`config.mk`:
```
export PLATFORM = sky130hd
export DESIGN_NAME = ffpa_cell
export DESIGN_NICKNAME = d
export VERILOG_FILES = /design/src/hw/rtl/ffpa_pkg.sv /design/src/hw/rtl/ffpa_cell.sv
export SDC_FILE = /design/constraint.sdc
export NUM_CORES = 1
export LEC_CHECK = 0
export ABC_CLOCK_PERIOD_IN_PS = 10200
export BUFFER_PORTS_ARGS = -buffer_cell sky130_fd_sc_hd__buf_2
export CELL_PAD_IN_SITES_DETAIL_PLACEMENT = 1
export CELL_PAD_IN_SITES_GLOBAL_PLACEMENT = 1
export CORE_MARGIN = 10
export CORE_UTILIZATION = 45
export CTS_CLUSTER_SIZE = 25
export DETAILED_ROUTE_END_ITERATION = 10
export GPL_TIMING_DRIVEN = 0
export HOLD_SLACK_MARGIN = 0.02
export PLACE_DENSITY = 0.95
export SETUP_SLACK_MARGIN = 0.2
export SLEW_MARGIN = 30
export SYNTH_ARGS = -nofsm -noshare
export SYNTH_HDL_FRONTEND = slang
export SYNTH_SLANG_ARGS = --single-unit
```
`constraint.sdc`:
```
create_clock -name clk -period 10.2 [get_ports clk]
set_input_delay 2.04 -clock clk [delete_from_list [all_inputs] [get_ports clk]]
set_output_delay 2.04 -clock clk [all_outputs]
set_load 0.05 [all_outputs]
```
`src/hw/rtl/ffpa_pkg.sv`:
```
// shared types, codes and helpers for the first-fit partition allocator
package ffpa_pkg;

    localparam int DATA_W   = 32;
    localparam int ADDR_W   = 10;
    localparam int SIZE_W   = 10;
    localparam int STATUS_W = 2;

    typedef logic [DATA_W-1:0] word_t;

    // action codes
    localparam logic ACT_ALLOC   = 1'b0;
    localparam logic ACT_RELEASE = 1'b1;

    typedef enum logic [STATUS_W-1:0] {
        ST_OK    = 2'd0,
        ST_NOFIT = 2'd1,
        ST_FULL  = 2'd2
    } status_t;

    typedef enum logic [1:0] {
        S_IDLE,
        S_EVAL,
        S_SELECT,
        S_UPDATE
    } state_t;

    // which cells compete for the target slot
    typedef enum logic [2:0] {
        SEL_NONE,
        SEL_FIT,
        SEL_HEAD,
        SEL_LAST,
        SEL_APPEND,
        SEL_PAIR
    } sel_t;

    // table update applied around the target cell
    typedef enum logic [2:0] {
        OP_NONE,
        OP_ALLOC,
        OP_GROW_FRONT,
        OP_GROW_BACK,
        OP_GROW_BACK_DN,
        OP_JOIN,
        OP_INSERT
    } op_t;

    typedef struct packed {
        logic              eval;
        logic              select;
        sel_t              sel;
        op_t               op;
        logic [ADDR_W-1:0] addr;
        logic [SIZE_W-1:0] size;
        logic [ADDR_W:0]   limit;
    } cell_cmd_t;

    typedef struct packed {
        logic  valid;
        word_t start;
        word_t len;
        logic  lt;
        logic  lo_adj;
        logic  self_end;
        logic  pair;
        logic  is_last;
        logic  tgt;
    } cell_view_t;

    typedef struct packed {
        logic              head_lt;
        logic              head_self_end;
        logic              last_lt;
        logic              last_lo_adj;
        logic              hit;
        logic              tgt_lo_dn;
        logic              tgt_self_end;
        logic [ADDR_W-1:0] tgt_start;
    } table_sum_t;

    function automatic word_t sat_add(input word_t a, input word_t b);
        logic [DATA_W:0] s;
        s = {1'b0, a} + {1'b0, b};
        return s[DATA_W] ? '1 : s[DATA_W-1:0];
    endfunction

endpackage

```
`src/hw/rtl/ffpa_cell.sv`:
```
// one free-table entry with its compare flags and neighbor shift paths
module ffpa_cell #(
    parameter bit             IS_HEAD     = 1'b0,
    parameter bit             RESET_VALID = 1'b0,
    parameter ffpa_pkg::word_t RESET_START = '0,
    parameter ffpa_pkg::word_t RESET_LEN   = '0
) (
    input  logic                 clk,
    input  logic                 rst_n,
    input  ffpa_pkg::cell_cmd_t  cmd,
    input  ffpa_pkg::cell_view_t dn,
    input  ffpa_pkg::cell_view_t up,
    input  logic                 prior_in,
    output logic                 prior_out,
    output ffpa_pkg::cell_view_t view
);

    logic            valid_reg, valid_next;
    ffpa_pkg::word_t start_reg, start_next;
    ffpa_pkg::word_t len_reg, len_next;
    logic            fit_reg, fit_next;
    logic            lt_reg, lt_next;
    logic            lo_adj_reg, lo_adj_next;
    logic            self_end_reg, self_end_next;
    logic            pair_reg, pair_next;
    logic            is_last_reg, is_last_next;
    logic            tgt_reg, tgt_next;
    logic            after_reg, after_next;
    logic            match;
    ffpa_pkg::word_t size_w;
    ffpa_pkg::word_t addr_w;
    ffpa_pkg::word_t grown;

    assign size_w = ffpa_pkg::DATA_W'(cmd.size);
    assign addr_w = ffpa_pkg::DATA_W'(cmd.addr);
    assign grown  = ffpa_pkg::sat_add(len_reg, size_w);

    always_comb
    begin
        unique case (cmd.sel)
            ffpa_pkg::SEL_NONE:   match = 1'b0;
            ffpa_pkg::SEL_FIT:    match = fit_reg;
            ffpa_pkg::SEL_HEAD:   match = IS_HEAD;
            ffpa_pkg::SEL_LAST:   match = is_last_reg;
            ffpa_pkg::SEL_APPEND: match = !valid_reg;
            ffpa_pkg::SEL_PAIR:   match = dn.pair;
            default:              match = 1'b0;
        endcase
    end

    assign prior_out = prior_in | match;

    always_comb
    begin
        valid_next    = valid_reg;
        start_next    = start_reg;
        len_next      = len_reg;
        fit_next      = fit_reg;
        lt_next       = lt_reg;
        lo_adj_next   = lo_adj_reg;
        self_end_next = self_end_reg;
        pair_next     = pair_reg;
        is_last_next  = is_last_reg;
        tgt_next      = tgt_reg;
        after_next    = after_reg;

        if (cmd.eval)
        begin
            fit_next      = valid_reg && (len_reg >= size_w);
            lt_next       = valid_reg && (start_reg < addr_w);
            lo_adj_next   = valid_reg && (ffpa_pkg::sat_add(start_reg, len_reg) == addr_w);
            self_end_next = valid_reg && (start_reg == ffpa_pkg::DATA_W'(cmd.limit));
            pair_next     = valid_reg && up.valid && (start_reg < addr_w) && (up.start > addr_w);
            is_last_next  = valid_reg && !up.valid;
        end

        if (cmd.select)
        begin
            tgt_next   = match && !prior_in;
            after_next = prior_in;
        end

        unique case (cmd.op)
            ffpa_pkg::OP_NONE:
            begin
            end
            ffpa_pkg::OP_ALLOC:
            begin
                if (tgt_reg)
                begin
                    len_next   = len_reg - size_w;
                    start_next = ffpa_pkg::sat_add(start_reg, size_w);
                end
            end
            ffpa_pkg::OP_GROW_FRONT:
            begin
                if (tgt_reg)
                begin
                    start_next = addr_w;
                    len_next   = grown;
                end
            end
            ffpa_pkg::OP_GROW_BACK:
            begin
                if (tgt_reg)
                begin
                    len_next = grown;
                end
            end
            ffpa_pkg::OP_GROW_BACK_DN:
            begin
                if (up.tgt)
                begin
                    len_next = grown;
                end
            end
            ffpa_pkg::OP_JOIN:
            begin
                // the entry below the target absorbs it, the rest slide down
                priority if (up.tgt)
                begin
                    len_next = ffpa_pkg::sat_add(grown, up.len);
                end
                else if (tgt_reg || after_reg)
                begin
                    valid_next = up.valid;
                    start_next = up.start;
                    len_next   = up.len;
                end
                else
                begin
                    // entries further down keep their contents
                end
            end
            ffpa_pkg::OP_INSERT:
            begin
                priority if (tgt_reg)
                begin
                    valid_next = 1'b1;
                    start_next = addr_w;
                    len_next   = size_w;
                end
                else if (after_reg)
                begin
                    valid_next = dn.valid;
                    start_next = dn.start;
                    len_next   = dn.len;
                end
                else
                begin
                    // entries below the insertion point keep their contents
                end
            end
            default:
            begin
            end
        endcase
    end

    always_ff @(posedge clk or negedge rst_n)
    begin
        if (!rst_n)
        begin
            valid_reg    <= RESET_VALID;
            start_reg    <= RESET_START;
            len_reg      <= RESET_LEN;
            fit_reg      <= 1'b0;
            lt_reg       <= 1'b0;
            lo_adj_reg   <= 1'b0;
            self_end_reg <= 1'b0;
            pair_reg     <= 1'b0;
            is_last_reg  <= 1'b0;
            tgt_reg      <= 1'b0;
            after_reg    <= 1'b0;
        end
        else
        begin
            valid_reg    <= valid_next;
            start_reg    <= start_next;
            len_reg      <= len_next;
            fit_reg      <= fit_next;
            lt_reg       <= lt_next;
            lo_adj_reg   <= lo_adj_next;
            self_end_reg <= self_end_next;
            pair_reg     <= pair_next;
            is_last_reg  <= is_last_next;
            tgt_reg      <= tgt_next;
            after_reg    <= after_next;
        end
    end

    always_comb
    begin
        view          = '0;
        view.valid    = valid_reg;
        view.start    = start_reg;
        view.len      = len_reg;
        view.lt       = lt_reg;
        view.lo_adj   = lo_adj_reg;
        view.self_end = self_end_reg;
        view.pair     = pair_reg;
        view.is_last  = is_last_reg;
        view.tgt      = tgt_reg;
    end

endmodule

```
# Word level (Yosys, flattened, before mapping)
# Cells that the tools add are included.
[classes]
add_sub_neg = 5
order_cmp = 3
n_eq_ne = 20
n_mux = 25
bitwise_logic = 1
reduce_logical = 20
[ops]
columns = ["cell", "n"]
rows = [
  ["$mux W32", 17],
  ["$pmux W32 S5", 1],
  ["$pmux W32 S4", 1],
  ["$add A32 B10 Y33", 2],
  ["$add A32 B32 Y33", 2],
  ["$eq A32 B10 Y1", 1],
  ["$eq A32 B11 Y1", 1],
  ["$ge A32 B10 Y1", 1],
  ["$gt A32 B10 Y1", 1],
  ["$lt A32 B10 Y1", 1],
  ["$sub A32 B10 Y32", 1],
  ["$eq A3 B3 Y1 const B", 5],
  ["$reduce_and A6 Y1", 2],
  ["$ne A2 B2 Y1 const B", 5],
  ["$eq A3 B2 Y1 const B", 3],
  ["$logic_and A1 B1 Y1", 9],
  ["$eq A3 B1 Y1 const B", 2],
  ["$ne A3 B3 Y1 const B", 2],
  ["$reduce_bool A5 Y1", 1],
  ["$mux W1", 4],
  ["$pmux W1 S4", 1],
  ["$reduce_and A4 Y1", 1],
  ["$reduce_bool A4 Y1", 1],
  ["$logic_not A1 Y1", 3],
  ["other kinds (6)", 6],
]
[word_totals]
regBits = 73
input_bits = 184
out_inout_bits = 72
wordCells = 85

# Depth between registers and ports, before layout
# Gate-level depths: netlist of the first run.
[logic_depth]
word_depth = 6
mapped_depth = 23
mapped_depth_nobuf = 20

# Worst setup path after synthesis of the first run
# Ideal clock, no wire load.
[synth_timing]
path_type = "input -> register"
start = "input port cmd[14] (netlist bit)"
end = "register len_reg[29]"
setup_ns = 0.126
arrival_ns = 5.947
required_ns = 10.074
path_slack_ns = 4.127
stages = 20
path_buffers = 1
cell_sequence = "inv_1 -> ha_1 -> buf_2 -> nor3_1 -> o21ai_0 -> a211o_2 -> a21oi_4 -> and2_1 -> and3_1 -> and2_1 -> o21ai_0 -> ha_1 -> and3_2 -> a221o_1 -> a21oi_1 -> o21ai_0 -> a31oi_4 -> o21ai_4 -> o31a_1 -> o32a_1"
[synth_via]
elab_chain_len = 6
word_cells_on_any_way = 10
cone_classes = "3 x add/sub; 7 x mux"
[synth_rtl]
columns = ["item", "line", "rtl"]
rows = [
  ["start: declaration", "ffpa_cell.sv:10", "input ffpa_pkg::cell_cmd_t cmd,"],
  ["$add A32 B10 Y33", "ffpa_pkg.sv:84", "s = {1'b0, a} + {1'b0, b};"],
  ["$mux W32", "ffpa_pkg.sv:85", "return s[DATA_W] ? '1 : s[DATA_W-1:0];"],
  ["$add A32 B32 Y33", "ffpa_pkg.sv:84", ""],
  ["$mux W32", "ffpa_pkg.sv:85", ""],
  ["$mux W32", "ffpa_cell.sv:120", "priority if (up.tgt)"],
  ["$pmux W32 S5 *", "ffpa_cell.sv:83", "unique case (cmd.op)"],
  ["end signal: assignment", "ffpa_cell.sv:180", "len_reg <= len_next;"],
  ["end: declaration", "ffpa_cell.sv:20", "ffpa_pkg::word_t len_reg, len_next;"],
]
# Every way passes the cells marked *; elsewhere a longest branch is shown, timed or not. The select of a mux whose other input is x is not followed.
# A chain may end at the register's enable or synchronous reset.

# Worst setup path in the final report of the first run
[layout_timing]
start = "input port cmd[11] (netlist bit)"
end = "register len_reg[23]"
# Same word-level chain as after synthesis.

==> results.md, run 1 <==
* Status: completed
* GR Overflow Total at 0
* Sequential power share at around an eighth
* Total negative slack at 0 ns
* Avg Inst Size Synth at 7.32 um2
* TritonCTS clock tree: yes
* Via count at 16,700
* Top Ports at roughly 260
* Worst-Margin Slew at a little over 1 ns
* WHS Path Cells at 2
* Final Max Slew Viols at 0
* Clk_lat worst skew at about 0.38 ns
* Final hold violation count at 0
* Largest net degree at the start of global routing at 62
* Initial Utilization at a little under half
* Resized cells post-CTS at 0
* Logic pwr share at 79.5%
* # nets final at between 2,000 and 2,500
* Post-CTS Setup Bufs at 0
* Layout cell share with drive strength beyond 1 at between 10% and 20%
* Commonest cells post-synth: nand2_1, a21oi_1, nor2_1
* Core outline area at ~29,000 um2
* NetSw at approximately 3.1 mW
* Layout area overhead at 15.9%
* Post-route DRC at 0
* Cts hold-fix bufs at 0
* Cells after Synth at about 1,800
* Antenna viol nets, final at 0
* P_leak at 6.49 nW
* Crit path max fanout at 10
* Crit. End Element: register
* Min Tclk post-route at about 7.5 ns
* CTS Buffer Depth at 2
* Chip Height at between 150 and 200 um
* Final number of setup-violating endpoints at 0
* Synth top area share at between 10% and 20%
* Wire per inst at 28.5 um
* Die area at roughly 36,000 um2
* Hold Path Class: register to register
* Register area share after synthesis at approximately 14%
* Initial antenna violation count at 1
* Yosys warnings at 0
* Finished Layout Cells at 2,424
* DRT iter0 DRCs at 1,512
* Yosys top cell by area: dfrtp_1
* Site row count at 62
* Tot GR Track Use at 36.6%
* Gp weighted congestion at roughly 0.99
* Port bufs at about 240
* Cts bufs inserted at 9
* Syn_nets at roughly 2,100
* Fin area at between 15,000 and 20,000 um2
* RSZ-0062 raised after global routing: false
* Setup crit start kind: primary input
* N_diodes at 0
* Most used DFF post-synth: dfrtp_1
* Share of flip-flops with an asynchronous set or reset at 100%
* EDFF count, synth at 0
* Clk slew on worst S/H paths at roughly 0.070 ns
* Internal power at approximately 2.0 mW
* Clk sinks at 73
* Syn Std Cell Area at 13,000 um2
* Total of max-cap violations at 0
* Reg2reg path depth at 19
* Max Clk Rate at between 100 and 150 MHz
* First-pass DRT Iterations at 6
* Placed inst area at about 15,000 um2
* Cell count after placement at approximately 2,400
* Most frequent cell after synthesis: nand2_1
* Vias per cell at 6.90
* Worst Skew at 0.0124 ns
* Vias in the first global route at 16,800
* Power Dens Cells at between 300 and 400 nW/um2
* Distinct cells, synth at between 100 and 150
* First-pass GRT wire length at between 100,000 and 150,000 um
* H-tree lvl count at 3
* Fill cells at between 3,000 and 4,000
* Period utilization at approximately 74%
* Switching share of power at 60.8%
* Post-DP HPWL at 56,500 um
* CP arrival at 7.82 ns
* Slew HR at around 32%
* Fin Hold WS at a little over 0.5 ns
* Peak VDD IR at just under 300 uV
* Root Buffer: clkbuf_16
* WL final at between 60,000 and 70,000 um
* Yosys reg bits at between 70 and 80
* Die width at 190 um
* Part of the power in the clock network at under 10%
* Area contributors post-synth: dfrtp_1, ha_1, a21oi_1
* WP data required at 10.49 ns
* R2r setup slk at 4.05 ns
* Crit Path Category: primary input to register
layout by cell type, fill, tap and decap left out, types with 12 or more instances in the layout:
cell type	count
a211oi_1	25
a21oi_1	141
and3_1	29
mux2i_1	16
nor3_1	57
xor2_1	25
xnor2_1	47
a21o_1	31
o2111ai_1	13
buf_2	271
and2_1	21
o22ai_1	12
clkbuf_1	59
nand2b_1	18
o21ai_0	110
nand3_1	53
o21a_1	32
ha_1	118
nor4_1	27
nand2_1	173
nor2b_1	20
o221ai_1	20
buf_4	14
a31oi_1	35
a221oi_1	20
inv_1	81
dfrtp_1	73
nor2_1	139
o211ai_1	29
a22oi_1	20
nand4_1	33
final timing paths:
path,startpoint,to
min reg2reg,lo_adj_reg$_DFFE_PN0P_,lo_adj_reg$_DFFE_PN0P_
max,cmd[11],len_reg[23]$_DFFE_PN0P_
min,lo_adj_reg$_DFFE_PN0P_,lo_adj_reg$_DFFE_PN0P_
max in group asynchronous,rst_n,start_reg[7]$_DFFE_PN0P_
max reg2reg,len_reg[0]$_DFFE_PN0P_,len_reg[23]$_DFFE_PN0P_
min in group asynchronous,rst_n,is_last_reg$_DFFE_PN0P_
kinds of logic after synthesis:
kind of cell	count (synthesis)	synth area share, %
mux	23	1.86
buf+inv	197	7.13
fa+ha+maj	123	12.1
compound gates	656	35.5
flops	73	14.0
simple gates	636	24.6
xor+xnor	72	4.84
final cells by class:
cell class / instances / area (um2) / share of cell area (%)
timing repair buffer: 244 / 1250 / 8.28
clock buffer: 10 / 239 / 1.58
buffer: 116 / 626 / 4.14
clock inverter: 6 / 90.1 / 0.596
sequential: 73 / 1830 / 12.1
tap: 384 / 480 / 3.18
multi-input combinational: 1510 / 10300 / 68.1
inverter: 81 / 304 / 2.01
metrics by stage:
step	total power [mW]	utilization, %	worst slack, ns
floorplan	3.46	-	4.13
global placement	4.50	51.5	2.29
detailed placement	4.64	51.6	2.43
CTS	5.04	52.8	2.83
global route	5.48	52.8	2.56
finish	5.16	52.8	2.68
power groups by stage:
stage                     Combinational (mW)  Sequential, mW  Clock (mW)
after global routing                    4.42           0.675       0.390
after global placement                  3.84           0.654           0
after detailed placement                3.98           0.657           0
after CTS                               4.01           0.652       0.377
after floorplan                         2.59           0.875           0
final                                   4.10           0.678       0.381
worst max-delay path, cell delays in order:
cell       delay (ns)
buf_2            0.13
ha_1             0.23
fa_1             0.41
nor2b_1          0.18
o21ai_0          0.28
a211o_2          0.27
a21oi_4          0.11
nand2_1          0.38
clkbuf_1         0.57
nand2_1          0.23
ha_1             0.35
buf_4            0.17
and4_4           0.26
and4_1           0.23
nand2_1          0.12
a2111oi_2        0.75
or2_2            0.26
xor2_1           0.37
o221ai_1         0.27
a21oi_1          0.19
per-layer routing:
layer | routed length (um) | share of wire (%) | vias to the layer above | GRT usage, %
met5 | 0 | 0 | - | 0
met4 | 3370 | 4.9 | 0 | 17.4
met3 | 5850 | 8.5 | 196 | 5.80
met2 | 32000 | 46 | 933 | 59.8
met1 | 27800 | 40 | 8308 | 46.2
li1 | - | - | 7282 | -
(Power assumes the default switching activity.)
==> run 2, diff against run 1 <==
--- a/config.mk
+++ b/config.mk
@@ -5,12 +5,12 @@
 export SDC_FILE = /design/constraint.sdc
 export NUM_CORES = 1
 export LEC_CHECK = 0
-export ABC_CLOCK_PERIOD_IN_PS = 10200
+export ABC_CLOCK_PERIOD_IN_PS = 7240
 export BUFFER_PORTS_ARGS = -buffer_cell sky130_fd_sc_hd__buf_2
 export CELL_PAD_IN_SITES_DETAIL_PLACEMENT = 1
 export CELL_PAD_IN_SITES_GLOBAL_PLACEMENT = 1
 export CORE_MARGIN = 10
-export CORE_UTILIZATION = 45
+export CORE_UTILIZATION = 42
 export CTS_CLUSTER_SIZE = 25
 export DETAILED_ROUTE_END_ITERATION = 10
 export GPL_TIMING_DRIVEN = 0
==> constraint.sdc (replaced) <==
create_clock -name clk -period 7.24 [get_ports clk]
set_input_delay 1.448 -clock clk [delete_from_list [all_inputs] [get_ports clk]]
set_output_delay 1.448 -clock clk [all_outputs]
set_load 0.05 [all_outputs]
==> run 2 against run 1 <==
Count of clock-buffer cells in the layout unchanged; clock skew down 0.0022 ns; die area increased by 6.4%; non-clock buffer count is the same.
==> results.md, run 2 (synthesis results as in run 1) <==
* Post-CTS Setup Bufs at 0 (unchanged)
* Fin Hold WS at 0.516 ns (+0.000417 ns)
* Max Clk Rate at 147 MHz
* Vias in the first global route at 17,100 (+1.3%)
* Resized cells post-CTS at 1 (+1)
* NetSw at 4.35 mW (+39%)
* RSZ-0062 raised after global routing: false
* Cts bufs inserted at 9 (unchanged)
* Chip Height at 196 um (+3.1%)
* Layout area overhead at 16.0%
* Top Ports at 256 (unchanged)
* Clk_lat worst skew at 0.38 ns (about the same)
* Final hold violation count at 0 (unchanged)
* R2r setup slk at 1.18 ns (-2.87 ns)
* Die width at 196 um (+3.1%)
* # nets final at 2,342 (unchanged)
* Core outline area at 30,600 um2 (+6.9%)
* Setup crit start kind: primary input
* Clk slew on worst S/H paths at 0.07 ns (about the same)
* N_diodes at 0 (unchanged)
* TritonCTS clock tree: yes
* Cell count after placement at 2,420 (+0.50%)
* Cts hold-fix bufs at 0 (unchanged)
* Period utilization at between 90% and 100%
* Die area at 38,500 um2 (+6.4%)
* Cell mode on critical path: nand2_1
* DRT iter0 DRCs at 1,522 (+0.66%)
* First-pass GRT wire length at 99,500 um (-3.6%)
* GR Overflow Total at 0 (unchanged)
* WP data required at 7.53 ns (-2.96 ns)
* Crit Path Category: primary input to register
* Wire per inst at 27.4 um (-3.8%)
* Via count at 16,500 (-1.3%)
* Crit. End Element: register
* Post-route DRC at 0 (unchanged)
* Power Dens Cells at 476 nW/um2 (+39%)
* Site row count at 64 (+3.2%)
* WL final at 66,700 um (-3.3%)
* Worst path bufs/invs at 3 (unchanged)
* Layout cell share with drive strength beyond 1 at 18.9% (unchanged)
* Slew HR at 30.8% (-1.7 points)
* WHS Path Cells at 2 (unchanged)
* CP Cell Sequence: buf_2 -> ha_1 -> fa_1 -> nor2b_1 -> o21ai_0 -> a211o_2 -> a21oi_4 -> nand2_1 -> clkbuf_1 -> nand2_1 -> ha_1 -> buf_4 -> and4_4 -> and4_1 -> nand2_1 -> a2111oi_2 -> or2_2 -> xor2_1 -> o221ai_1 -> a21oi_1
* Worst-Margin Slew at 1.03 ns (+0.0251 ns)
* Largest net degree at the start of global routing at 55 (-11%)
* Finished Layout Cells at 2,436 (+0.50%)
* Initial Utilization at 42.6% (-2.9 points)
* P_leak at 6.50 nW (about the same)
* Logic pwr share at 79.2% (-0.3 points)
* First-pass DRT Iterations at 5 (-1)
* Reg2reg path depth at 19 (unchanged)
* Most frequent cells in the layout: buf_2, nand2_1, a21oi_1
* Status: completed
* Worst Skew at 0.0102 ns (-0.00218 ns)
* Internal power at 2.85 mW (+41%)
* Final number of setup-violating endpoints at 0 (unchanged)
* Port bufs at 243 (unchanged)
* Switching share of power at 60.4% (-0.33 points)
* Post-DP HPWL at 55,000 um (-2.6%)
* Cell family with the largest share of critical-path delay: compound AO/OA/AOI/OAI gates
* Min Tclk post-route at 6.82 ns
* Vias per cell at 6.78 (-1.7%)
* CP arrival at 7.12 ns (-0.70 ns)
* Sequential power share at 13.3% (+0.2 points)
* Final Max Slew Viols at 0 (unchanged)
* Root Buffer: clkbuf_16
* Hold Path Class: register to register
* Gp weighted congestion at 1.03 (+4.2%)
* CP peak stage delay at 0.64 ns (-0.11 ns)
* Part of the power in the clock network at 7.6% (+0.2 points)
* Crit path max-delay cell type: a2111oi_2
* WP depth at 20 (unchanged)
* Crit path max fanout at 10 (unchanged)
* CTS Buffer Depth at 2 (unchanged)
* Initial antenna violation count at 1 (unchanged)
* Fill cells at 4,054 (+6.1%)
* Peak VDD IR at 227 uV (-23%)
* Most common cell after layout, fill and taps aside: buf_2
* Antenna viol nets, final at 0 (unchanged)
* Clk sinks at 73 (unchanged)
* Total of max-cap violations at 0 (unchanged)
* Tot GR Track Use at 32.7% (-3.9 points)
* End-of-flow core utilization at 49.4% (-3.3 points)
* H-tree lvl count at 3 (unchanged)
==> run 2: cell counts in the layout (fill, tap and decap cells not counted) <==
Identical to the previous run, type by type.
==> run 2: layout make-up <==
type                            count  area, um2  share of cell area [%]
Buffer                            116        626                    4.14
Clock buffer                       10        239                    1.58
Clock inverter                      6       90.1                   0.596
Inverter                           81        304                    2.01
Multi-Input combinational cell   1510      10300                    68.1
Sequential cell                    73       1830                    12.1
Tap cell                          396        495                    3.28
Timing Repair Buffer              244       1250                    8.26
==> run 2: through the flow <==
step | setup TNS [ns] | instance area [um2] | worst slack, ns | power, mW
floorplan | 0 | 13000 | 1.76 | 4.88
global placement | 0 | 14700 | 0.00612 | 6.25
detailed placement | -0.389 | 14800 | -0.173 | 6.45
CTS | 0 | 15100 | 0.511 | 7.02
global route | 0 | 15100 | 0.204 | 7.65
finish | 0 | 15100 | 0.417 | 7.20
==> run 2: worst paths after layout <==
| check | startpoint | endpoint |
|---|---|---|
| worst max-delay path | cmd[11] | len_reg[23]$_DFFE_PN0P_ |
| worst min-delay path | lo_adj_reg$_DFFE_PN0P_ | lo_adj_reg$_DFFE_PN0P_ |
| worst max register to register | len_reg[0]$_DFFE_PN0P_ | len_reg[23]$_DFFE_PN0P_ |
| worst min register to register | lo_adj_reg$_DFFE_PN0P_ | lo_adj_reg$_DFFE_PN0P_ |
| max in group asynchronous | rst_n | self_end_reg$_DFFE_PN0P_ |
| min in group asynchronous | rst_n | len_reg[26]$_DFFE_PN0P_ |
==> run 2: worst reg2reg max path, cell delays in order, from the launching register on <==
cell and delay [ns]:
dfrtp_1 0.44, ha_1 0.24, fa_1 0.39, nor2b_1 0.17, o21ai_0 0.29, a211o_2 0.27
a21oi_4 0.11, nand2_1 0.48, clkbuf_1 0.58, nand2_1 0.24, ha_1 0.34, buf_4 0.15
and4_4 0.25, and4_1 0.26, nand2_1 0.13, a2111oi_2 0.64, or2_2 0.24, xor2_1 0.30
o221ai_1 0.24, a21oi_1 0.23
==> run 2: layer usage <==
metal	GRT usage, %	wire, um	vias up
met5	0	36	-
met4	17.4	3780	2
met3	5.35	5750	250
met2	53.8	30700	944
met1	40.1	26500	8031
li1	-	-	7283
==> run 2: power by group through the flow <==
stage          sequential, mW  clock, mW  combinational, mW
6_report                0.955      0.544               5.70
5_1_grt                 0.953      0.549               6.14
4_1_cts                 0.920      0.533               5.57
3_5_place_dp            0.925          0               5.53
3_3_place_gp            0.917          0               5.33
2_1_floorplan            1.23          0               3.64
