### config.mk
export PLATFORM = sky130hd
export DESIGN_NAME = ffpa_ctrl
export DESIGN_NICKNAME = d
export VERILOG_FILES = /design/src/hw/rtl/ffpa_pkg.sv /design/src/hw/rtl/ffpa_ctrl.sv
export SDC_FILE = /design/constraint.sdc
export NUM_CORES = 1
export LEC_CHECK = 0
export ABC_CLOCK_PERIOD_IN_PS = 4950
export BUFFER_PORTS_ARGS = -buffer_cell sky130_fd_sc_hd__buf_4
export CAP_MARGIN = 40
export CORE_ASPECT_RATIO = 1.2
export CORE_UTILIZATION = 54
export CTS_BUF_LIST = sky130_fd_sc_hd__clkbuf_8
export DETAILED_ROUTE_END_ITERATION = 16
export PLACE_DENSITY_LB_ADDON = 0.15
export REMOVE_ABC_BUFFERS = 1
export SYNTH_ARGS = -nofsm -noshare
export SYNTH_HDL_FRONTEND = slang
export SYNTH_SLANG_ARGS = --single-unit
### constraint.sdc
create_clock -name clk -period 4.95 [get_ports clk]
set_clock_uncertainty 0.2 [all_clocks]
set_input_delay 0.7425 -clock clk [delete_from_list [all_inputs] [get_ports clk]]
set_output_delay 0.7425 -clock clk [all_outputs]
set_load 0.05 [all_outputs]
### src/hw/rtl/ffpa_pkg.sv
// shared types, codes and helpers for the first-fit partition allocator
package ffpa_pkg;

    localparam int DATA_W   = 32;
    localparam int ADDR_W   = 10;
    localparam int SIZE_W   = 10;
    localparam int STATUS_W = 2;

    typedef logic [DATA_W-1:0] word_t;

    // action codes
    localparam logic ACT_ALLOC   = 1'b0;
    localparam logic ACT_RELEASE = 1'b1;

    typedef enum logic [STATUS_W-1:0] {
        ST_OK    = 2'd0,
        ST_NOFIT = 2'd1,
        ST_FULL  = 2'd2
    } status_t;

    typedef enum logic [1:0] {
        S_IDLE,
        S_EVAL,
        S_SELECT,
        S_UPDATE
    } state_t;

    // which cells compete for the target slot
    typedef enum logic [2:0] {
        SEL_NONE,
        SEL_FIT,
        SEL_HEAD,
        SEL_LAST,
        SEL_APPEND,
        SEL_PAIR
    } sel_t;

    // table update applied around the target cell
    typedef enum logic [2:0] {
        OP_NONE,
        OP_ALLOC,
        OP_GROW_FRONT,
        OP_GROW_BACK,
        OP_GROW_BACK_DN,
        OP_JOIN,
        OP_INSERT
    } op_t;

    typedef struct packed {
        logic              eval;
        logic              select;
        sel_t              sel;
        op_t               op;
        logic [ADDR_W-1:0] addr;
        logic [SIZE_W-1:0] size;
        logic [ADDR_W:0]   limit;
    } cell_cmd_t;

    typedef struct packed {
        logic  valid;
        word_t start;
        word_t len;
        logic  lt;
        logic  lo_adj;
        logic  self_end;
        logic  pair;
        logic  is_last;
        logic  tgt;
    } cell_view_t;

    typedef struct packed {
        logic              head_lt;
        logic              head_self_end;
        logic              last_lt;
        logic              last_lo_adj;
        logic              hit;
        logic              tgt_lo_dn;
        logic              tgt_self_end;
        logic [ADDR_W-1:0] tgt_start;
    } table_sum_t;

    function automatic word_t sat_add(input word_t a, input word_t b);
        logic [DATA_W:0] s;
        s = {1'b0, a} + {1'b0, b};
        return s[DATA_W] ? '1 : s[DATA_W-1:0];
    endfunction

endpackage

### src/hw/rtl/ffpa_ctrl.sv
// request sequencer, entry count and result register of the allocator
module ffpa_ctrl #(
    parameter int TABLE_ENTRIES = 16
) (
    input  logic                              clk,
    input  logic                              rst_n,
    input  logic                              req_valid,
    output logic                              req_stall,
    input  logic                              action,
    input  logic [ffpa_pkg::SIZE_W-1:0]       block_size,
    input  logic [ffpa_pkg::ADDR_W-1:0]       block_address,
    output logic                              rsp_valid,
    input  logic                              rsp_stall,
    output logic [ffpa_pkg::ADDR_W-1:0]       granted_address,
    output logic [ffpa_pkg::STATUS_W-1:0]     status,
    input  ffpa_pkg::table_sum_t              sum,
    output ffpa_pkg::cell_cmd_t               cmd
);

    localparam int CNT_W = $clog2(TABLE_ENTRIES + 1);

    typedef enum logic [2:0] {
        PLAN_ALLOC,
        PLAN_INSERT,
        PLAN_FRONT,
        PLAN_BACK,
        PLAN_PAIR
    } plan_t;

    ffpa_pkg::state_t              state_reg, state_next;
    plan_t                         plan_reg, plan_next;
    logic                          action_reg, action_next;
    logic [ffpa_pkg::SIZE_W-1:0]   size_reg, size_next;
    logic [ffpa_pkg::ADDR_W-1:0]   addr_reg, addr_next;
    logic [CNT_W-1:0]              count_reg, count_next;
    logic                          rsp_valid_reg, rsp_valid_next;
    logic [ffpa_pkg::ADDR_W-1:0]   granted_reg, granted_next;
    ffpa_pkg::status_t             status_reg, status_next;
    ffpa_pkg::sel_t                sel;
    ffpa_pkg::op_t                 op;
    logic                          table_empty;
    logic                          table_full;
    logic                          rsp_free;

    assign table_empty = (count_reg == '0);
    assign table_full  = (count_reg == CNT_W'(TABLE_ENTRIES));
    assign rsp_free    = !rsp_valid_reg || !rsp_stall;

    always_comb
    begin
        state_next     = state_reg;
        plan_next      = plan_reg;
        action_next    = action_reg;
        size_next      = size_reg;
        addr_next      = addr_reg;
        count_next     = count_reg;
        granted_next   = granted_reg;
        status_next    = status_reg;
        rsp_valid_next = rsp_valid_reg && rsp_stall;
        sel            = ffpa_pkg::SEL_NONE;
        op             = ffpa_pkg::OP_NONE;

        unique case (state_reg)
            ffpa_pkg::S_IDLE:
            begin
                if (req_valid)
                begin
                    action_next = action;
                    size_next   = block_size;
                    addr_next   = block_address;
                    state_next  = ffpa_pkg::S_EVAL;
                end
            end
            ffpa_pkg::S_EVAL:
            begin
                state_next = ffpa_pkg::S_SELECT;
            end
            ffpa_pkg::S_SELECT:
            begin
                // pick the plan: first fit for an allocate, else the release case from the head and last entry flags
                priority if (action_reg == ffpa_pkg::ACT_ALLOC)
                begin
                    plan_next = PLAN_ALLOC;
                    sel       = ffpa_pkg::SEL_FIT;
                end
                else if (table_empty || !sum.head_lt)
                begin
                    plan_next = (!table_empty && sum.head_self_end) ? PLAN_FRONT : PLAN_INSERT;
                    sel       = ffpa_pkg::SEL_HEAD;
                end
                else if (sum.last_lt)
                begin
                    plan_next = sum.last_lo_adj ? PLAN_BACK : PLAN_INSERT;
                    sel       = sum.last_lo_adj ? ffpa_pkg::SEL_LAST : ffpa_pkg::SEL_APPEND;
                end
                else
                begin
                    plan_next = PLAN_PAIR;
                    sel       = ffpa_pkg::SEL_PAIR;
                end
                state_next = ffpa_pkg::S_UPDATE;
            end
            ffpa_pkg::S_UPDATE:
            begin
                if (rsp_free)
                begin
                    state_next     = ffpa_pkg::S_IDLE;
                    rsp_valid_next = 1'b1;
                    granted_next   = '0;
                    status_next    = ffpa_pkg::ST_OK;
                    unique case (plan_reg)
                        PLAN_ALLOC:
                        begin
                            if (sum.hit)
                            begin
                                op           = ffpa_pkg::OP_ALLOC;
                                granted_next = sum.tgt_start;
                            end
                            else
                            begin
                                status_next = ffpa_pkg::ST_NOFIT;
                            end
                        end
                        PLAN_INSERT:
                        begin
                            if (table_full)
                            begin
                                status_next = ffpa_pkg::ST_FULL;
                            end
                            else
                            begin
                                op         = ffpa_pkg::OP_INSERT;
                                count_next = count_reg + CNT_W'(1);
                            end
                        end
                        PLAN_FRONT:
                        begin
                            op = ffpa_pkg::OP_GROW_FRONT;
                        end
                        PLAN_BACK:
                        begin
                            op = ffpa_pkg::OP_GROW_BACK;
                        end
                        PLAN_PAIR:
                        begin
                            priority if (!sum.hit)
                            begin
                                op = ffpa_pkg::OP_NONE;
                            end
                            else if (sum.tgt_lo_dn && sum.tgt_self_end)
                            begin
                                op         = ffpa_pkg::OP_JOIN;
                                count_next = count_reg - CNT_W'(1);
                            end
                            else if (sum.tgt_lo_dn)
                            begin
                                op = ffpa_pkg::OP_GROW_BACK_DN;
                            end
                            else if (sum.tgt_self_end)
                            begin
                                op = ffpa_pkg::OP_GROW_FRONT;
                            end
                            else if (table_full)
                            begin
                                status_next = ffpa_pkg::ST_FULL;
                            end
                            else
                            begin
                                op         = ffpa_pkg::OP_INSERT;
                                count_next = count_reg + CNT_W'(1);
                            end
                        end
                        default:
                        begin
                        end
                    endcase
                end
            end
            default:
            begin
                state_next = ffpa_pkg::S_IDLE;
            end
        endcase
    end

    always_ff @(posedge clk or negedge rst_n)
    begin
        if (!rst_n)
        begin
            state_reg     <= ffpa_pkg::S_IDLE;
            plan_reg      <= PLAN_ALLOC;
            count_reg     <= CNT_W'(1);
            rsp_valid_reg <= 1'b0;
        end
        else
        begin
            state_reg     <= state_next;
            plan_reg      <= plan_next;
            count_reg     <= count_next;
            rsp_valid_reg <= rsp_valid_next;
        end
    end

    always_ff @(posedge clk)
    begin
        action_reg  <= action_next;
        size_reg    <= size_next;
        addr_reg    <= addr_next;
        granted_reg <= granted_next;
        status_reg  <= status_next;
    end

    always_comb
    begin
        cmd        = '0;
        cmd.eval   = (state_reg == ffpa_pkg::S_EVAL);
        cmd.select = (state_reg == ffpa_pkg::S_SELECT);
        cmd.sel    = sel;
        cmd.op     = op;
        cmd.addr   = addr_reg;
        cmd.size   = size_reg;
        cmd.limit  = {1'b0, addr_reg} + {1'b0, size_reg};
    end

    assign req_stall       = (state_reg != ffpa_pkg::S_IDLE);
    assign rsp_valid       = rsp_valid_reg;
    assign granted_address = granted_reg;
    assign status          = status_reg;

`ifndef SYNTHESIS
    a_count_bound: assert property (@(posedge clk) disable iff (!rst_n)
        count_reg <= CNT_W'(TABLE_ENTRIES))
        else $error("entry count beyond table size");

    a_accept_eval: assert property (@(posedge clk) disable iff (!rst_n)
        req_valid && !req_stall |=> state_reg == ffpa_pkg::S_EVAL)
        else $error("accepted request did not start evaluation");

    a_rsp_from_update: assert property (@(posedge clk) disable iff (!rst_n)
        $rose(rsp_valid_reg) |-> $past(state_reg == ffpa_pkg::S_UPDATE))
        else $error("result loaded outside the update step");
`endif

endmodule

# Word level (Yosys, flattened, before mapping)

Index checks and enable logic that the tools add are counted.

$add $sub $neg: 3
Multipliers: 0
Divide/modulo/power cells: 0
Magnitude comparators: 0
Equal/unequal tests: 13
Shift operators: 0
Muxes and demuxes: 37
Bitwise operators: 0
Reduce and logical (&&, ||, !) cells: 19

Operator list:

| cell                                                 | count |
|---|---|
| 2-to-1 mux 3 bit                                     | 15 |
| 2-to-1 mux 5 bit                                     | 5 |
| 2-to-1 mux 2 bit                                     | 9 |
| case mux 3 bit (5 select lines)                      | 1 |
| adder 10 x 10 -> 11 bit                              | 1 |
| case mux 5 bit (2 select lines)                      | 1 |
| case mux 2 bit (4 select lines)                      | 1 |
| AND reduction 2 bit                                  | 4 |
| equality test 3 x 2 -> 1 bit (second input constant) | 2 |
| inequality test 2 bit (second input constant)        | 3 |
| inequality test 3 bit (second input constant)        | 2 |
| case mux 2 bit (3 select lines)                      | 1 |
| AND reduction 6 bit                                  | 1 |
| adder 5 x 1 -> 5 bit (second input constant)         | 1 |
| equality test 5 bit (second input constant)          | 1 |
| logical NOT 5 bit                                    | 1 |
| subtractor 5 x 1 -> 5 bit (second input constant)    | 1 |
| equality test 2 bit (second input constant)          | 2 |
| logical NOT 1 bit                                    | 4 |
| 2-to-1 mux 1 bit                                     | 4 |
| nonzero test 2 bit                                   | 2 |
| equality test 3 x 1 -> 1 bit (second input constant) | 1 |
| equality test 3 bit (second input constant)          | 1 |
| logical AND 1 bit                                    | 3 |
| 4 further kinds                                      | 5 |

Register bits: 44
Latch bits: 0
Bits in writable memories: 0
Bits in read-only memories: 0
Input bits: 42
Output and inout port bits: 53
Word-level logic and storage cells: 81
Memories: 0

# Logic depth before layout (Yosys ltp)

Gate-level depths: netlist of the first run.

Depth in word-level cells: 9
Depth in mapped cells: 8
Gate-level depth less buffers: 8

# Worst setup path before layout of the first run

No wires, ideal clock.

Kind: reg2out
Start: register addr_reg[0] (netlist bit)
End: output port cmd[10] (netlist bit)
Arrival: 2882 ps
Required time: 4008 ps
Path slack: 1126 ps
Stages on the path, launching flop included: 9
Path buffers: 0
Cells stage by stage: edfxtp_1 -> ha_1 -> inv_1 -> fa_1 -> inv_1 -> a21oi_1 -> o21bai_1 -> a21oi_1 -> o21ai_0

RTL lines:

| element                | line             | text |
|---|---|---|
| start, declared        | ffpa_ctrl.sv:34  | `logic [ffpa_pkg::ADDR_W-1:0] addr_reg, addr_next;` |
| start signal, assigned | ffpa_ctrl.sv:208 | `addr_reg <= addr_next;` |
| end, declared          | ffpa_ctrl.sv:17  | `output ffpa_pkg::cell_cmd_t cmd` |

==> results of run 1 <==
-- kinds of logic (layout without fill, tap and decap cells) --
kind of cell / after synthesis / count (layout) / share of synthesized area [%]
AOI/OAI and AO/OA: 48 / 48 / 14.18
buffers and inverters: 23 / 123 / 3.675
xor gates and xnor gates: 12 / 12 / 4.348
and+or+nand+nor: 60 / 60 / 13.92
DFF: 44 / 44 / 52.43
muxes: 3 / 3 / 1.294
adders and majority gates: 19 / 19 / 10.15
-- metrics by stage --
step	hold WS, ns	cells
after global routing	0.06217	365
after detailed placement	0.3287	357
after floorplan	0.2469	205
final	0.06586	365
after global placement	0.3304	355
after CTS	0.06612	365
-- worst max path at each step --
stage,start,to,slack [ns],cells after the start
floorplan,addr_reg[0]$_DFFE_PP_,cmd[10],1.13,8
global placement,count_reg[0]$_DFFE_PN1P_,cmd[32],1.88,7
detailed placement,size_reg[4]$_DFFE_PP_,cmd[9],1.95,7
CTS,size_reg[4]$_DFFE_PP_,cmd[9],1.63,7
global route,size_reg[0]$_DFFE_PP_,cmd[8],1.55,9
finish,size_reg[0]$_DFFE_PP_,cmd[8],1.65,9
-- layout make-up --
| cell class | count | area, sq um |
|---|---|---|
| repair buffers | 96 | 725.7 |
| clock inverters | 3 | 63.81 |
| fillers | 316 | 933.4 |
| well taps | 56 | 70.07 |
| flip-flops and latches | 44 | 1267 |
| clock buffers | 5 | 68.82 |
| multi-input cells | 142 | 1061 |
| inverters | 19 | 71.32 |
-- per-layer routing --
metal / vias up / global-route usage [%]
li1: 958 / -
met2: 80 / 41.22
met5: - / 0
met1: 957 / 23.97
met3: 8 / 5.240
met4: 0 / 7.494
-- critical path, stage by stage, from the launching register on --
cell	delay, ns
sky130_fd_sc_hd__edfxtp_1	0.36
sky130_fd_sc_hd__ha_1	0.18
sky130_fd_sc_hd__inv_1	0.06
sky130_fd_sc_hd__fa_1	0.41
sky130_fd_sc_hd__inv_1	0.07
sky130_fd_sc_hd__a21oi_1	0.07
sky130_fd_sc_hd__o21bai_1	0.28
sky130_fd_sc_hd__a21oi_1	0.19
sky130_fd_sc_hd__xnor2_1	0.22
sky130_fd_sc_hd__buf_4	0.23
-- synthesized netlist by cell type (all sizes together) (2+ instances only) --
cell	number	share of area, %
dfrtp	10	10
nand2b	2	0.52
nor2	10	1.7
nand2	12	2.0
o21bai	2	0.62
and3	7	2.1
nand3	6	1.2
xor2	3	1.1
buf	2	0.41
edfxtp	33	41
inv	19	3.0
and2	12	3.2
mux2i	2	0.83
nand4	3	1.0
o32ai	2	0.72
o31ai	4	1.4
a21oi	15	3.3
ha	18	9.3
o22a	2	0.72
a21o	2	0.62
clkbuf	2	0.31
a31oi	3	0.78
xnor2	9	3.3
o21ai	9	2.0
nor3	2	0.41
a211oi	2	0.62
-- power groups by stage --
stage | logic, uW | registers (uW) | clock network, uW
2_1_floorplan | 679 | 817 | 0
3_3_place_gp | 1190 | 617 | 0
3_5_place_dp | 1220 | 621 | 0
4_1_cts | 1230 | 614 | 321
5_1_grt | 1300 | 628 | 336
6_report | 1220 | 615 | 316
==> summary.md, run 1 <==
| Metric | Value |
|---|---|
| WL per Instance | 14.55 microns |
| Worst skew pair latency | 0.29 ns |
| Buffer depth of the longest clock path | 2 |
| Total global routing overflow | 0 |
| Final hold viol count | 0 |
| Timing-limited maximum frequency | 0.3029 GHz |
| Wire length the detailed router placed on met1 | 2004 microns |
| Dpl hpwl | 4133 microns |
| Worst setup SP type | register |
| Io pins | 95 |
| Worst-case reg-to-reg path depth | 7 |
| Leak pwr | 0.001533 uW |
| Antenna violations before repair | 0 |
| Initial core utilization | 56.72% |
| Max H-tree Level | 2 |
| Post-synthesis cell type count | 52 |
| Worst flop-to-flop path startpoint | count_reg[1]$_DFFE_PN0P_ |
| Initial detailed-routing violation count | 80 |
| # DRC | 0 |
| Count of buffers from port buffering | 94 |
| Post-synthesis register bit count | 44 |
| Fraction of final layout cells sized beyond drive strength 1 | 37.54% |
| Min-delay worst type | in -> async |
| Avg Synthesized Cell Area | 11.57 sq um |
| DP Area | 3196 sq um |
| Detail Route met3 WL | 291 microns |
| Die Width | 63.08 microns |
| TritonCTS clock tree | built |
| Clock Sinks | 44 |
| GP Congestion | 0.8537 |
| Crit Path Max Fanout | 3 |
| Transition time of the tightest slew-check pin | 0.5924 ns |
| Proportion of register bits with asynchronous set or reset after synthesis | 25.00% |
| Quantity of hold-fixing buffers added after cts | 0 |
| Number of search-and-repair iterations in the first detailed-routing pass | 4 |
| Power consumption | 2154 uW |
| Share of synthesized area occupied by flip-flops and latches | 52.43% |
| Post-DR vias/cell | 5.488 |
| Total detailed-routing wirelength | 5310 microns |
| Leading cell type in the layout, fill and taps excluded | sky130_fd_sc_hd__buf_4 |
| Synthesis warning total | 0 |
| Area of the die | 4749 sq um |
| Critical Path AT | 2.36 ns |
| Setup-violating endpoint count in the final report | 0 |
| Reg power frac | 28.5% |
| Most frequent cells in the layout | sky130_fd_sc_hd__buf_4 (94), sky130_fd_sc_hd__edfxtp_1 (33), sky130_fd_sc_hd__inv_1 (20), sky130_fd_sc_hd__ha_1 (18), sky130_fd_sc_hd__a21oi_1 (14) |
| Register-to-register setup slack | 2.71 ns |
| Status | completed |
| Cells after synthesis | 209 |
| Total vias in the final route | 2003 |
| Maximum number of pins on one net before global-route repair | 17 |
| Endpoint type of the worst setup path | primary output |
| Signed area change from the synthesized netlist to the final layout | 37.68% |
| Wire length of the first global-routing pass | 7962 microns |
| Type of the worst setup path | reg -> out |
| Most used flip-flop cell after synthesis | sky130_fd_sc_hd__edfxtp_1 |
| Clock-pin transition on the worst setup and hold timing paths | 0.08 ns |
| Endpoint of the lowest-slack register-to-register path | count_reg[2]$_DFFE_PN0P_ |
| Ant diodes | 0 |
| Setup total negative slack | 0 ns |
| Vert. Die Dim | 75.29 microns |
| Overall fraction of global-route tracks in use | 21.72% |
| Combinational Power Share | 56.8% |
| MaxCap Viol Count | 0 |
| Slew margin rel. | 59.97% |
| Number of buffers created by CTS | 5 |
| Final period utilization | 66.70% |
| Detailed-routed wire length on met2 | 2918 microns |
| Number of global-route vias before repair | 1806 |
| Number of gates given a new drive strength after cts | 0 |
| Worst-case setup slack after placement | 1.948 ns |
| Final Util | 78.10% |
| Number of buffers added for setup after CTS | 0 |
| Number of synthesized flops with an enable pin | 33 |
| Post-layout nets | 369 |
| Fin area | 3328 sq um |
| Clock power frac | 14.7% |
| Max Used Layer | met4 |
| Net switching power | 1029 uW |
| Unrepaired setup endpoints after global routing | false |
| Standard-cell rows | 26 |
| Cell area after technology mapping | 2417 sq um |
| Pins Over Slew Limit | 0 |
| Clock Tree Root | sky130_fd_sc_hd__clkbuf_8 |
| Crit path required time | 4.01 ns |
| Time the worst path needs with I/O delays and setup | 3.302 ns |
| Final worst-path setup slack | 1.648 ns |
| Pwr Density | 647.3 nW/um^2 |
| Switching share of power | 47.77% |
| Maximum ir drop on the vdd rail | 369.0 uV |
| Core Region | 4262 sq um |
| Internal power contribution | 1125 uW |
| Final antenna-violating net count | 0 |
(Power assumes the default switching activity.)
==> run 2: changes to the inputs <==
ABC_CLOCK_PERIOD_IN_PS = 3300   (was 4950)
CORE_UTILIZATION = 50   (was 54)
clock period = 3.3 ns   (was 4.95 ns; I/O delays follow)
==> run 2 against run 1 <==
Register-to-register slack lost 1.4 ns. Power grew 43%. Setup slack got worse by 1.4 ns. Combinational power grew 49%. Flip-flop and latch count is the same.
==> summary.md, run 2 (synthesis results as in run 1) <==
| Metric | Value |
|---|---|
| Status | completed |
| Critical Path AT | 2.40 ns |
| Endpoint type of the worst setup path | primary output |
| Cell count after placement | 359 |
| Vert. Die Dim | 78.17 microns |
| Final antenna-violating net count | 0 |
| # DRC | 0 |
| Worst-case reg-to-reg path depth | 8 |
| Leading cell type in the layout, fill and taps excluded | sky130_fd_sc_hd__buf_4 |
| Io pins | 95 |
| Sequential cell area in the final layout | 1267 sq um |
| Maximum ir drop on the vdd rail | 546.7 uV |
| Fraction of final layout cells sized beyond drive strength 1 | 37.74% |
| Total detailed-routing wirelength | 5427 microns |
| Cell Count, Final, Fillers Out | 368 |
| Total vias in the final route | 1971 |
| Leak pwr | 0.001515 uW |
| Count of buffers from port buffering | 94 |
| Max H-tree Level | 2 |
| Antenna violations before repair | 0 |
| GP Congestion | 0.7755 |
| Worst-path cell with the longest stage delay | sky130_fd_sc_hd__edfxtp_1 |
| Clock-pin transition on the worst setup and hold timing paths | 0.09 ns |
| Clock Sinks | 44 |
| Number of buffers added for setup after CTS | 0 |
| Slew margin rel. | 68.59% |
| Initial core utilization | 52.23% |
| Clock Tree Root | sky130_fd_sc_hd__clkbuf_8 |
| Total global routing overflow | 0 |
| Final period utilization | 93.79% |
| Crit path required time | 2.60 ns |
| Crit Path Max Fanout | 7 |
| Setup-violating endpoint count in the final report | 0 |
| Power consumption | 3079 uW |
| Worst setup SP type | register |
| Most frequent cells in the layout | sky130_fd_sc_hd__buf_4 (95), sky130_fd_sc_hd__edfxtp_1 (33), sky130_fd_sc_hd__inv_1 (19), sky130_fd_sc_hd__ha_1 (18), sky130_fd_sc_hd__a21oi_1 (14) |
| Standard-cell rows | 27 |
| TritonCTS clock tree | built |
| Transition time of the tightest slew-check pin | 0.4706 ns |
| Post-layout nets | 370 |
| Multi-input combinational cell area | 1061 sq um |
| Number of search-and-repair iterations in the first detailed-routing pass | 4 |
| Worst-case hold slack | 0.1718 ns |
| Pins Over Slew Limit | 0 |
| Post-DR vias/cell | 5.356 |
| Number of buffers created by CTS | 5 |
| Worst-case setup slack after placement | 0.5339 ns |
| Signed area change from the synthesized netlist to the final layout | 36.44% |
| Dpl hpwl | 4386 microns |
| Wire length of the first global-routing pass | 8749 microns |
| Time the worst path needs with I/O delays and setup | 3.095 ns |
| Final hold viol count | 0 |
| Pwr Density | 933.5 nW/um^2 |
| Number of global-route vias before repair | 1948 |
| Type of the worst setup path | reg -> out |
| Min-delay worst type | in -> reg |
| Maximum number of pins on one net before global-route repair | 16 |
| Min-Delay Path Depth | 1 |
| Area of the die | 5118 sq um |
| Register-to-register setup slack | 1.33 ns |
| Final worst-path setup slack | 0.2050 ns |
| WL per Instance | 14.75 microns |
| Die Width | 65.48 microns |
| Fillers | 329 |
| Core Region | 4628 sq um |
| Timing-limited maximum frequency | 0.3231 GHz |
| Unrepaired setup endpoints after global routing | false |
| Worst path cell trace | ha_1, and3_1, a2111oi_4, o211ai_2, a21oi_2, xnor2_1, buf_4 |
| MaxCap Viol Count | 0 |
| Overall fraction of global-route tracks in use | 22.30% |
| Worst skew pair latency | 0.29 ns |
| Maximum single-stage delay on the critical path | 0.41 ns |
| Buffer depth of the longest clock path | 2 |
| Ant diodes | 0 |
| Initial detailed-routing violation count | 136 |
==> run 2: cell count changes in the layout (fill, tap and decap cells not counted), sizes merged <==
cell         before  now
clkinv            0    3
bufinv            2    0
dlygate4sd3       0    1
inv              20   19
==> run 2: worst max-delay path, delay by kind of cell (launching register included) <==
family | cells | cell delay (ns)
AO/OA/AOI/OAI | 3 | 0.69
flip-flops | 1 | 0.41
adder cells (fa/ha/maj) | 1 | 0.40
AND/OR/NAND/NOR | 1 | 0.25
buffers and inverters | 1 | 0.22
XOR/XNOR | 1 | 0.14
==> run 2: routing by layer <==
metal / part of all wire, % / global-route usage (%) / vias to the layer above
li1: - / - / 957
met5: 0 / 0 / -
met1: 38 / 24.31 / 934
met2: 55 / 41.65 / 70
met4: 1.8 / 6.957 / 0
met3: 5.2 / 5.087 / 10
==> run 2: worst paths after layout <==
| check | end | from |
|---|---|---|
| max in group asynchronous | count_reg[0]$_DFFE_PN1P_ | rst_n |
| hold reg to reg | count_reg[4]$_DFFE_PN0P_ | count_reg[4]$_DFFE_PN0P_ |
| min in group asynchronous | count_reg[1]$_DFFE_PN0P_ | rst_n |
| setup reg to reg | count_reg[3]$_DFFE_PN0P_ | count_reg[0]$_DFFE_PN1P_ |
| hold / removal | size_reg[1]$_DFFE_PP_ | block_size[1] |
| setup / recovery | cmd[9] | size_reg[4]$_DFFE_PP_ |
==> run 2: repair_timing <==
action / in CTS / in global routing
endpoints found under the hold margin: 10 / 0
gates resized for setup: 0 / 0
hold buffers: 1 / 0
==> run 2: area by class of cell <==
class / count / share of cell area, %
Clock buffer: 5 / 2.086
Clock inverter: 3 / 0.5690
Inverter: 19 / 2.162
Multi-Input combinational cell: 142 / 32.17
Sequential cell: 44 / 38.43
Tap cell: 58 / 2.200
Timing Repair Buffer: 97 / 22.38
==> run 2: metrics by stage <==
step / instance area, sq um / util, % / TNS, ns
3_5_place_dp: 3201 / 69.15 / 0
5_1_grt: 3298 / 71.26 / 0
3_3_place_gp: 3186 / 68.83 / 0
2_1_floorplan: 2400 / - / -0.2767
6_report: 3298 / 71.26 / 0
4_1_cts: 3298 / 71.26 / 0
==> run 2: power by group <==
part           switching [uW]  internal (uW)  total (uW)  leakage (uW)
clock                     187            148         335     0.0000479
combinational            1220            595        1820       0.00102
sequential                133            794         927      0.000444
